==> src/rtl/core/bsev_ram.sv <==
// Generic single-write, single-read RAM with registered read data.
// No dependencies.
module bsev_ram #(
  parameter int unsigned WIDTH = 32,
  parameter int unsigned DEPTH = 32
) (
  input  logic                     clk,
  input  logic                     we,
  input  logic [$clog2(DEPTH)-1:0] waddr,
  input  logic [WIDTH-1:0]         wdata,
  input  logic [$clog2(DEPTH)-1:0] raddr,
  output logic [WIDTH-1:0]         rdata
);

  logic [WIDTH-1:0] mem [DEPTH];

  always_ff @(posedge clk) begin
    if (we) begin
      mem[waddr] <= wdata;
    end
    rdata <= mem[raddr];
  end

endmodule

==> config.mk <==
export PLATFORM = sky130hd
export DESIGN_NAME = bsev_ram
export DESIGN_NICKNAME = d
export VERILOG_FILES = /design/src/rtl/core/bsev_ram.sv
export SDC_FILE = /design/constraint.sdc
export NUM_CORES = 1
export LEC_CHECK = 0
export ABC_AREA = 1
export BUFFER_PORTS_ARGS = -buffer_cell sky130_fd_sc_hd__buf_2
export CAP_MARGIN = 20
export CORE_MARGIN = 3
export CORE_UTILIZATION = 30
export DETAILED_ROUTE_END_ITERATION = 12
export PLACE_DENSITY = 0.52
export SLEW_MARGIN = 20
export SYNTH_ARGS = -nofsm -noshare
export SYNTH_HDL_FRONTEND = slang
export SYNTH_SLANG_ARGS = --single-unit
==> constraint.sdc <==
create_clock -name clk -period 4.79 [get_ports clk]
set_input_delay 1.437 -clock clk [delete_from_list [all_inputs] [get_ports clk]]
set_output_delay 1.437 -clock clk [all_outputs]
set_load 0.02 [all_outputs]
# --- Word level (Yosys, flattened, before mapping) ---
# Memory sizes are Yosys's and may differ from the RTL's. A register that Yosys moved wholly into a read port is not among the register bits.
# Cells that the tools add are included.
# Widths: inputs -> output; s select.
totals:
  register_bits: 0
  latchBits: 0
  ram_bits: 1024
  romBits: 0
  input_bits: 44
  out_inout_bits: 32
  elab_cells: 3
  mem_count: 1
classes:
  add_sub_neg: 0
  mul: 0
  div_mod_pow: 0
  magnitude_cmp: 0
  n_eq_ne: 0
  shift: 0
  muxes: 2
  bitwise_logic: 0
  n_reduce_logical: 0
mem_list:
  columns: ["name", "depth", "width", "read_ports", "rd_clocked_by_memory_dff", "wr", "line_no", "text"]
  rows:
  - ["mem", 32, 32, 1, 1, 1, "15", "logic [WIDTH-1:0] mem [DEPTH];"]
ops:
  columns: ["op", "n"]
  rows:
  - ["$mux 1", 2]

# --- Depth between registers and ports, before layout ---
depth:
  word_depth: 2
  mapped_depth: 12
  mapped_depth_nobuf: 9

# --- Worst setup path before layout ---
# Ideal clock, no wire load.
synth_timing:
  path_kind: "input to register"
  from: "input waddr[0]"
  to: "memory mem[0][0] (enable)"
  setup_time_ps: 421
  arrival_ps: 3092
  required_time_ps: 4369
  slack_ps: 1277
  stages: 3
  path_buffers: 0
  path_cell_list: "inv_1 nand3_1 nor2_1"
synth_rtl:
  columns: ["item", "line_no", "text"]
  rows:
  - ["from (decl)", "9", "input logic [$clog2(DEPTH)-1:0] waddr,"]
  - ["to (decl)", "15", null]
# Straight into the memory's write port.

# --- Worst setup path after layout ---
layout_timing:
  from: "input waddr[0]"
  to: "memory mem[4][27] (enable)"
# Straight into the memory's write port.

==> results.ini <==
[global_route]
grt_start_max_net_pins=129
grt_first_pass_wirelength_mm=181.8
gr-total-overflow=0
grt_use_total=0.1682
antenna_found_initial=17
grt_pass1_vias=25910

[place]
dpl.hpwl_mm=66.24
gp_congestion=0.7563
dpl.cell_count=5363
port_buffers=75

[critical_path]
path_cells=buf_2 > inv_1 > nand3_1 > nor2_4 > buf_4
cp.arrival_ns=3.46
crit_buf_inv=3
start_kind=input port
r2r_start=mem[5][26]
cp_max_fo=25
cp-startpoint=waddr[0]
path_delay_family=simple AND/OR/NAND/NOR gates
crit_type=input port to register
cp.required_ns=5.09
crit_path_top_delay_cell=nand3_1
slowest_delay_ns=0.68
path_depth=5
crit_path_end_kind=register
rrSetupSlack_ns=3.44
rr_worst_depth=8

[layout]
drive_above_1_share=0.09813
final_cells=5570
register_area_um2=31390
fill_cells=13820
finalNetCount=3640
final_common_cell=nand2_1
multiInputGateArea_um2=9669
finish.utilization=0.3474
layout_common_cells=1440 x nand2_1, 1024 x edfxtp_1, 780 x nand3_1
syn2layout_area_growth_pct=14.60

[synth]
yosys.area_share.adder=0
yosysWarnings=0
synth_compound_area_frac=0
synth_cells=3536
synth.area.mux_share=0
syn_area_per_cell_um2=11.99
synth-simple-area-share=0.2224
yosysSeqAreaShare=0.7402
synth_nets=3580
syn_area_um2=42410
ys_seq_elements=1056
synth-xor-area-share=0
synth_top_family_by_area=simple AND/OR/NAND/NOR gates
yosysUniqueCellTypes=14

[timing]
period_share=0.6591
period_needed_ns=3.157
hold_viol_final=0
worst_pin_slew_ns=1.010
final-setup-viol-count=0
max_clock_freq_mhz=316.7
rsz0062_at_grt=false
drv_slew=0
max-slew-margin-rel=0.3245
fin_skew_ns=0.02378
finalSetupTns_ns=0

[clock_tree]
numClockSinks=1056
cts_tree=done
ctsResizeCount=0
cts.path.max_buffers=3
cts_setup_buffers=0
cts_buffers=107
path_clk_slew_ns=0.07
worstSkewPairLatency_ns=0.68
htree_num_levels=3
cts_hold_buf=0
root_buffer=clkbuf_16

[die]
dieArea_um2=145900
rows=137
initial_core_util=0.3032
num_io_pins=76
die_h_um=382.0
fp.dieW_um=382.0
fp.coreArea_um2=139900

[routing]
drc=0
avgViaCountPerCell=4.815
drtIter0Drc=2519
detail_route.wl_per_cell_um=22.42
vias=26820
drtAntennaViolNets=0
wl_mm=124.9
first_pass_iters=7

[min_path]
holdCritPathClass=register to register
hold_depth=8
hold_start=mem[26][16]

[power_and_ir_drop]
peakVddDrop_v=0.0002628
powerDensity_nw_per_um2=412.2
power_leakage_uw=0.01747

[flow_run]
drv_cap=0

[run_status]
status=complete, no violations

[per-stage QoR]
stage | hold slack (ns) | area (um^2) | setup slack, ns | power (uW)
3_3_place_gp | 0.7374 | 45030 | 0.9299 | 11770
4_1_cts | 0.7689 | 48580 | 1.655 | 20220
6_report | 0.7579 | 48600 | 1.633 | 20030
3_5_place_dp | 0.7515 | 45030 | 0.9282 | 11770
2_1_floorplan | 0.6884 | 42410 | 1.277 | 11240
5_1_grt | 0.8318 | 48590 | 1.562 | 20700
[worst min-delay path, cell delays in order (launching register included)]
cell      delay [ns]
edfxtp_1        0.32
nand2_1         0.05
nand3_1         0.06
nand3_1         0.06
nand2_1         0.06
nand2_1         0.04
nand2_1         0.05
nand2_1         0.04
nand2_1         0.06
[cell usage after synthesis (all sizes together)]
cell    number  area [um^2]
edfxtp    1024        30750
dfxtp       32        640.6
nand3      780         3904
inv         10        45.05
buf        194         1451
nor2        32        120.1
nand2     1440         5405
clkbuf      24        90.09
[report_power, final]
part           total (uW)  switching (uW)  internal (uW)
clock                8480            3530           4950
combinational        1230             920            314
sequential          10300            52.7          10300
[registers in the layout, indices dropped and copies added (netlist names)]
| signal | flops |
|---|---|
| mem | 1024 |
| rdata | 32 |
[final cells by class]
class / instances / area share
Clock buffer: 153 / 0.06159
Multi-Input combinational cell: 2252 / 0.1990
Inverter: 10 / 0.001390
Tap cell: 1876 / 0.04830
Sequential cell: 1056 / 0.6459
Antenna cell: 5 / 0.0002575
Clock inverter: 49 / 0.01146
Timing Repair Buffer: 169 / 0.03211
[layer usage]
metal	GRT usage	wire, um
met5	0	80
met4	0.04694	3111
met1	0.2269	53990
met3	0.02996	7672
met2	0.2787	60020
[logic make-up after synthesis]
logic type	count (synthesis)
and+or+nand+nor	2252
buffers and inverters	228
DFF	1056
[final timing paths]
check	endpoint
setup / recovery	mem[4][27]
hold / removal	rdata[16]
setup reg to reg	rdata[26]
hold reg to reg	rdata[16]
Power figures use the tool's default switching activity.
