$ cat config.mk
export PLATFORM = sky130hd
export DESIGN_NAME = bsev_muldiv
export DESIGN_NICKNAME = d
export VERILOG_FILES = /design/src/rtl/core/bsev_pkg.sv /design/src/rtl/core/bsev_muldiv.sv
export SDC_FILE = /design/constraint.sdc
export NUM_CORES = 2
export LEC_CHECK = 0
export ABC_AREA = 1
export BUFFER_PORTS_ARGS = -buffer_cell sky130_fd_sc_hd__clkbuf_2
export CORE_ASPECT_RATIO = 0.8
export CORE_MARGIN = 2
export CORE_UTILIZATION = 40
export DETAILED_ROUTE_END_ITERATION = 7
export PLACE_DENSITY = 0.6
export SLEW_MARGIN = 20
export SYNTH_ARGS = -nofsm -noshare
export SYNTH_HDL_FRONTEND = slang
export SYNTH_SLANG_ARGS = --single-unit
$ cat constraint.sdc
create_clock -name clk -period 10.7 [get_ports clk]
set_clock_uncertainty 0.2 [all_clocks]
set_input_delay 2.14 -clock clk [delete_from_list [all_inputs] [get_ports clk]]
set_output_delay 2.14 -clock clk [all_outputs]
set_load 0.005 [all_outputs]
$ cat src/rtl/core/bsev_pkg.sv
// Shared types and constants of the B-spline evaluator.
// No dependencies; used by bsev_muldiv and bspline_evaluator.
package bsev_pkg;

  localparam int unsigned MAX_KNOTS_DEF  = 32;
  localparam int unsigned MAX_DEGREE_DEF = 4;

  localparam int unsigned DATA_W  = 32;  // Q16.16 knots, coefficients, x
  localparam int unsigned BASIS_W = 32;  // unsigned Q2.30 basis values
  localparam int unsigned DIFF_W  = 33;  // difference of two Q16.16 values
  localparam int unsigned PROD_W  = BASIS_W + DIFF_W;
  localparam int unsigned QUOT_W  = 41;  // quotient capped at 2^40
  localparam int unsigned TERM_W  = QUOT_W + 1;
  localparam int unsigned ACC_W   = 70;

  localparam logic [BASIS_W-1:0] ONE_Q30    = BASIS_W'(1) << 30;
  localparam logic [QUOT_W-1:0]  TERM_CAP   = QUOT_W'(1) << 40;
  localparam logic [ACC_W-1:0]   ROUND_HALF = ACC_W'(1) << 29;

  // Operation codes of an input transaction.
  localparam logic [1:0] OP_WRITE_KNOT = 2'd0;
  localparam logic [1:0] OP_WRITE_COEF = 2'd1;
  localparam logic [1:0] OP_EVALUATE   = 2'd2;

  // Status codes of a result transaction.
  localparam logic [1:0] ST_OK        = 2'd0;
  localparam logic [1:0] ST_OUTSIDE   = 2'd1;
  localparam logic [1:0] ST_BAD_INDEX = 2'd2;

  // Configuration register indexes.
  localparam logic [1:0] CFG_DEGREE     = 2'd0;
  localparam logic [1:0] CFG_COEF_COUNT = 2'd1;

  typedef struct packed {
    logic start;
    logic mul_only;
  } mdu_ctrl_t;

endpackage

$ cat src/rtl/core/bsev_muldiv.sv
// Shared multiply / restoring-divide unit: min(floor(a*n/d), 2^40), or a*n alone.
// Depends on bsev_pkg.
module bsev_muldiv (
  input  logic                             clk,
  input  logic                             rst,
  input  bsev_pkg::mdu_ctrl_t              ctrl,
  input  logic [bsev_pkg::BASIS_W-1:0]     a,
  input  logic [bsev_pkg::DIFF_W-1:0]      n,
  input  logic [bsev_pkg::DIFF_W-1:0]      d,
  output logic                             done,
  output logic [bsev_pkg::PROD_W-1:0]      product,
  output logic [bsev_pkg::QUOT_W-1:0]      quotient
);

  logic                          busy;
  logic [6:0]                    cnt;
  logic [bsev_pkg::DIFF_W-1:0]   divisor;
  logic [bsev_pkg::DIFF_W-1:0]   rem;
  logic [bsev_pkg::QUOT_W-1:0]   q;
  logic                          sat;
  logic [bsev_pkg::DIFF_W:0]     trial;
  logic                          ge;

  // One quotient bit per cycle, product bits taken from the top.
  assign trial = {rem, product[bsev_pkg::PROD_W-1]};
  assign ge    = trial >= {1'b0, divisor};

  assign quotient = (sat || q > bsev_pkg::TERM_CAP) ? bsev_pkg::TERM_CAP : q;

  always_ff @(posedge clk) begin
    if (rst) begin
      busy <= 1'b0;
      done <= 1'b0;
    end else begin
      // A multiply alone finishes at once; a division finishes on its last quotient bit.
      done <= (ctrl.start && ctrl.mul_only) || (!ctrl.start && busy && (cnt == 7'd0));
      if (ctrl.start) begin
        product <= a * n;
        divisor <= d;
        rem     <= '0;
        q       <= '0;
        sat     <= 1'b0;
        cnt     <= 7'(bsev_pkg::PROD_W - 1);
        busy    <= !ctrl.mul_only;
      end else if (busy) begin
        rem     <= ge ? bsev_pkg::DIFF_W'(trial - {1'b0, divisor})
                      : bsev_pkg::DIFF_W'(trial);
        product <= product << 1;
        q       <= {q[bsev_pkg::QUOT_W-2:0], ge};
        if (ge && cnt >= 7'(bsev_pkg::QUOT_W)) begin
          sat <= 1'b1;
        end
        if (cnt == 7'd0) begin
          busy <= 1'b0;
        end else begin
          cnt <= cnt - 7'd1;
        end
      end
    end
  end

endmodule

# Word level (Yosys, flattened, before mapping)
# Index checks and enable logic that the tools add are counted.
# word_totals
ff_bits,182
latch_bits,0
ramBits,0
rom_bits,0
input_bits,102
elab_cells,44
mem_count,0
# classes
n_addsub,2
mul,1
div_mod_pow,0
n_lt_le_gt_ge,3
eq_ne,1
n_shift,0
n_mux,13
n_bitwise,1
reduce_logical,15
# ops
operator,count
2-to-1 mux 65 bit,2
2-to-1 mux 41 bit,2
2-to-1 mux 33 bit,2
multiplier 32 x 33 -> 65 bit,1
greater-than comparator 41 bit (second input constant),1
>= comparator 34 x 33 -> 1 bit,1
subtractor 33 bit,1
2-to-1 mux 7 bit,2
>= comparator 7 x 6 -> 1 bit (second input constant),1
zero test 7 bit,1
subtractor 7 x 1 -> 7 bit (second input constant),1
AND reduction 3 bit,2
2-to-1 mux 1 bit,5
logical AND 1 bit,4
AND reduction 2 bit,2
nonzero test 2 bit,2
zero test 1 bit,2
logical OR 1 bit,2
inequality test 2 bit (second input constant),1
inverter 1 bit,1

# Logic depth before layout (Yosys ltp)
# depth
word_depth,4
ltp_mapped,32

# Worst setup path after synthesis
# OpenSTA, ideal clock, no wires.
# synth_timing
path_type,input -> register
startpoint,input port a[8] (netlist name)
endpoint,register product[63] (netlist name) (data pin)
setup_time_ns,0.254
arrival_ns,8.213
required_time_ns,10.246
setup_slack_ns,2.033
path_stages,28
path_cell_list,clkbuf_1 clkbuf_1 nand2_1 fa_1 inv_1 fa_1 fa_1 inv_1 fa_1 inv_1 fa_1 fa_1 fa_1 inv_1 fa_1 inv_1 ha_1 nand2_1 nor2_1 inv_1 nor3_1 nand2_1 nor3_1 nand2_1 nand2_1 nand2_1 nand3_1 nand2_1
# synth_between
elab_chain_len,2
# synth_rtl
item,line,source
start: declaration,bsev_muldiv.sv:7,"input logic [bsev_pkg::BASIS_W-1:0] a,"
multiplier 32 x 33 -> 65 bit,bsev_muldiv.sv:38,product <= a * n;
2-to-1 mux 65 bit,bsev_muldiv.sv:37,if (ctrl.start) begin
end signal: assignment,bsev_muldiv.sv:38,
end signal: assignment,bsev_muldiv.sv:48,product <= product << 1;
end: declaration,bsev_muldiv.sv:11,"output logic [bsev_pkg::PROD_W-1:0] product,"
# Every way passes these cells.
# A chain may end at the register's enable or synchronous reset.

# Worst setup path after layout
# layout_timing
startpoint,input port a[17] (netlist name)
endpoint,register product[63] (netlist name) (data pin)
# The elaborated chain is that of the path after synthesis.

==> impl_metrics.py <==
metrics = {
    "critical_path": {
        "path_common_cell": "sky130_fd_sc_hd__fa_1",
        "critical_path_peak_fanout": 33,
        "crit_path_class": "primary input to flop",
        "critical_path.slowest_cell": "sky130_fd_sc_hd__clkbuf_2",
        "worst_ep_required_time_ps": 10700,
        "critPathLaunchType": "primary input",
        "timing.critical_path.to_type": "flop",
        "crit_family": "adder cells",
        "crit_arrival_ps": 9270,
        "critPathBufInv": 5,
        "slowest_delay_ps": 780,
    },
    "global_routing": {
        "grt-ovfl-total": 0,
        "groute.usage.overall_pct": 22.6,
        "largest_net_degree_at_the_start_of_global_routing": 81,
        "grt_pass1_vias": 37900,
        "antenna_found_initial": 9,
        "grt_pass1_wl_mm": 214,
    },
    "final_layout": {
        "layout.core_utilization_pct": 42.7,
        "post_layout_net_count": 7563,
        "area_growth_syn_to_layout_pct": 5.97,
        "final_layout_size_suffix_gt1_share_pct": 5.23,
        "final_cell_area_um2": 49800,
    },
    "routing": {
        "remaining_drc_errors": 0,
        "detailedRoute.firstPassIterationCount": 6,
        "first_iter_violations": 2663,
        "drt-wirelength-per-cell_um": 17.1,
        "num_vias": 37100,
        "drt.antenna.violating_nets": 0,
        "detail_route.wirelength_mm": 134,
        "vias_per_cell": 4.76,
    },
    "placed_design": {
        "postPlaceCellArea_um2": 49200,
        "gp_congestion": 0.967,
        "dp_worst_setup_slack_ps": 980,
        "hpwlAfterDp_mm": 111,
        "placement.io_buffers": 208,
    },
    "synth": {
        "synth.lib_cells_used.distinct": 40,
        "post_synth_edffs": 180,
        "synth_compound_gate_area_share_pct": 1.99,
        "mappedNetlistArea_um2": 47000,
        "ys_seq_elements": 182,
        "syn-num-nets": 7567,
        "synthesis.instances": 6239,
        "ys_dominant_reg_cell": "sky130_fd_sc_hd__edfxtp_1",
        "adder_cell_share_of_the_synthesized_area_pct": 47.5,
        "synth.area.mux_share_pct": 0,
        "combinational_family_with_the_most_area_after_synthesis": "adder cells",
        "post_synth_and_or_nand_nor_area_fraction_pct": 20.8,
        "async_s_r_ff_share_synth_pct": 0,
        "area_share_of_xor_xnor_cells_in_the_synthesized_design_pct": 0.839,
        "synth.yosys.warnings": 0,
        "synth.yosys.seq_area_share_pct": 11.6,
        "postSynthAreaPerCell_um2": 7.53,
    },
    "job": {
        "maxCapViolCount": 0,
    },
    "timing": {
        "slack_of_the_critical_path_ps": 1440,
        "rsz_0062_raised_after_global_routing": "false",
        "report.final.slew_viol_count": 0,
        "worst_pin_slew_ps": 1090,
        "period_utilization_post_route_pct": 86.6,
        "finalHoldViolations": 0,
        "fin_crit_ps": 9260,
        "timing.setup.tns_ps": 0,
        "timing.slew.headroom_pct": 27.6,
        "setup_violations": 0,
        "fmaxAchievable_mhz": 108,
    },
    "cts": {
        "clock-root-buffer": "sky130_fd_sc_hd__clkbuf_16",
        "cts_setup_buffers": 0,
        "worstSkewPairLatency_ps": 460,
        "clock_sinks": 182,
        "tritoncts.num_buffers": 17,
        "cts.repair.resized": 0,
        "worst_setup_hold_path_clk_slew_ps": 70,
        "cts_hold_repair.buffers": 0,
        "cts-htree-levels": 4,
        "clockBufferDepth": 2,
        "cts_tree": "built",
    },
    "die": {
        "num_io_pins": 209,
        "core_um2": 117000,
        "fp-row-count": 112,
        "floorplan.initialDensity_pct": 40.3,
        "die_w_um": 387,
        "die_area_um2": 120000,
        "chipHeight_um": 310,
    },
    "hold_path": {
        "min-delay-path-class": "flop to flop",
    },
    "run_status": {
        "status": "complete, no violations",
    },
}
## through the flow
stage	std cells	hold slack, ps
after floorplan	6239	270
after global placement	7755	295
after detailed placement	7755	299
after CTS	7787	313
after global routing	7793	346
final	7793	310
## layout by cell type (no fill, tap or decap), drive strengths merged
cell,instances
nand2,1992
nor2,273
nand4,20
xor2,19
ha,299
dfxtp,2
nor3,23
xnor2,26
o21ai,39
buf,38
and3,2
nand3b,37
a311oi,1
or2,5
fa,927
o31ai,2
o21bai,12
edfxtp,180
a21oi,113
clkbuf,224
a21boi,3
clkinv,7
inv,1886
nand3,111
nor4,3
a221oi,1
and2,3
diode,6
## state kept, by name (all words and copies together), names as in the netlist
signal and count:
busy 1, cnt 7, divisor 33, done 1, product 65, q 41, rem 33, sat 1
## path summary, 6_finish.rpt
check	start	end	slack, ps	depth (start not counted)
worst min-delay path	busy	done	310	2
worst max-delay path	a[17]	product[63]	1440	25
worst max register to register	rem[26]	rem[30]	7050	10
worst min register to register	busy	done	310	2
## cell type report
type                    instances  area (µm²)
multi-input cells            3911       33400
inverters                    1878        7050
diodes                          6        15.0
repair buffers                245        1320
clock buffers                  17         425
well taps                    1539        1930
clock inverters                15         160
flip-flops and latches        182        5450
fillers                     12100       66800
## layer usage
metal	wire length [µm]	GRT usage, %	up-vias
met4	1670	3.18	4
met1	61900	32.9	18400
met2	63100	37.8	1028
met5	18	0	-
li1	-	-	17500
met3	6840	1.91	104
## cell families after synthesis
logic type / count (synthesis)
adders and majority gates: 1226
AOI/OAI and AO/OA: 171
xor gates and xnor gates: 45
DFF: 182
buffers and inverters: 2146
and+or+nand+nor: 2469
## Yosys cell counts (2+ instances only)
| master | instances | area share, % |
|---|---|---|
| sky130_fd_sc_hd__buf_1 | 5 | 0.040 |
| sky130_fd_sc_hd__nand3_1 | 109 | 1.2 |
| sky130_fd_sc_hd__clkbuf_1 | 254 | 2.0 |
| sky130_fd_sc_hd__o31ai_1 | 2 | 0.032 |
| sky130_fd_sc_hd__dfxtp_1 | 2 | 0.085 |
| sky130_fd_sc_hd__nor3_1 | 22 | 0.23 |
| sky130_fd_sc_hd__a21oi_2 | 3 | 0.056 |
| sky130_fd_sc_hd__buf_2 | 2 | 0.021 |
| sky130_fd_sc_hd__o21bai_1 | 12 | 0.19 |
| sky130_fd_sc_hd__edfxtp_1 | 180 | 12 |
| sky130_fd_sc_hd__and3_1 | 2 | 0.027 |
| sky130_fd_sc_hd__nand4_1 | 20 | 0.27 |
| sky130_fd_sc_hd__or2_2 | 5 | 0.067 |
| sky130_fd_sc_hd__xor2_1 | 19 | 0.35 |
| sky130_fd_sc_hd__inv_2 | 3 | 0.024 |
| sky130_fd_sc_hd__nor4_1 | 3 | 0.040 |
| sky130_fd_sc_hd__o21ai_0 | 37 | 0.39 |
| sky130_fd_sc_hd__nand2_4 | 2 | 0.048 |
| sky130_fd_sc_hd__nand3_2 | 2 | 0.043 |
| sky130_fd_sc_hd__xnor2_1 | 26 | 0.48 |
| sky130_fd_sc_hd__nor2_1 | 249 | 2.0 |
| sky130_fd_sc_hd__buf_6 | 7 | 0.17 |
| sky130_fd_sc_hd__inv_1 | 1874 | 15 |
| sky130_fd_sc_hd__nand2_2 | 5 | 0.067 |
| sky130_fd_sc_hd__and2_1 | 3 | 0.040 |
| sky130_fd_sc_hd__fa_1 | 927 | 40 |
| sky130_fd_sc_hd__nand2_1 | 1985 | 16 |
| sky130_fd_sc_hd__ha_1 | 299 | 8.0 |
| sky130_fd_sc_hd__a21boi_0 | 3 | 0.048 |
| sky130_fd_sc_hd__nand3b_1 | 37 | 0.59 |
| sky130_fd_sc_hd__a21oi_1 | 109 | 1.2 |
| sky130_fd_sc_hd__nor2_2 | 23 | 0.31 |
## worst reg2reg max path, cell delays in order (launching register included)
cell                       delay [ps]
sky130_fd_sc_hd__edfxtp_1         420
sky130_fd_sc_hd__ha_1             370
sky130_fd_sc_hd__a21oi_2          260
sky130_fd_sc_hd__nor2_1            70
sky130_fd_sc_hd__nor2_1           170
sky130_fd_sc_hd__o21ai_1          130
sky130_fd_sc_hd__a21oi_4          770
sky130_fd_sc_hd__nand2_4          390
sky130_fd_sc_hd__inv_4            460
sky130_fd_sc_hd__nor2_1           170
sky130_fd_sc_hd__nor2_1           110
Power is not shown: default switching activity piles up to over one toggle a cycle in this logic, so the estimate is an artifact.
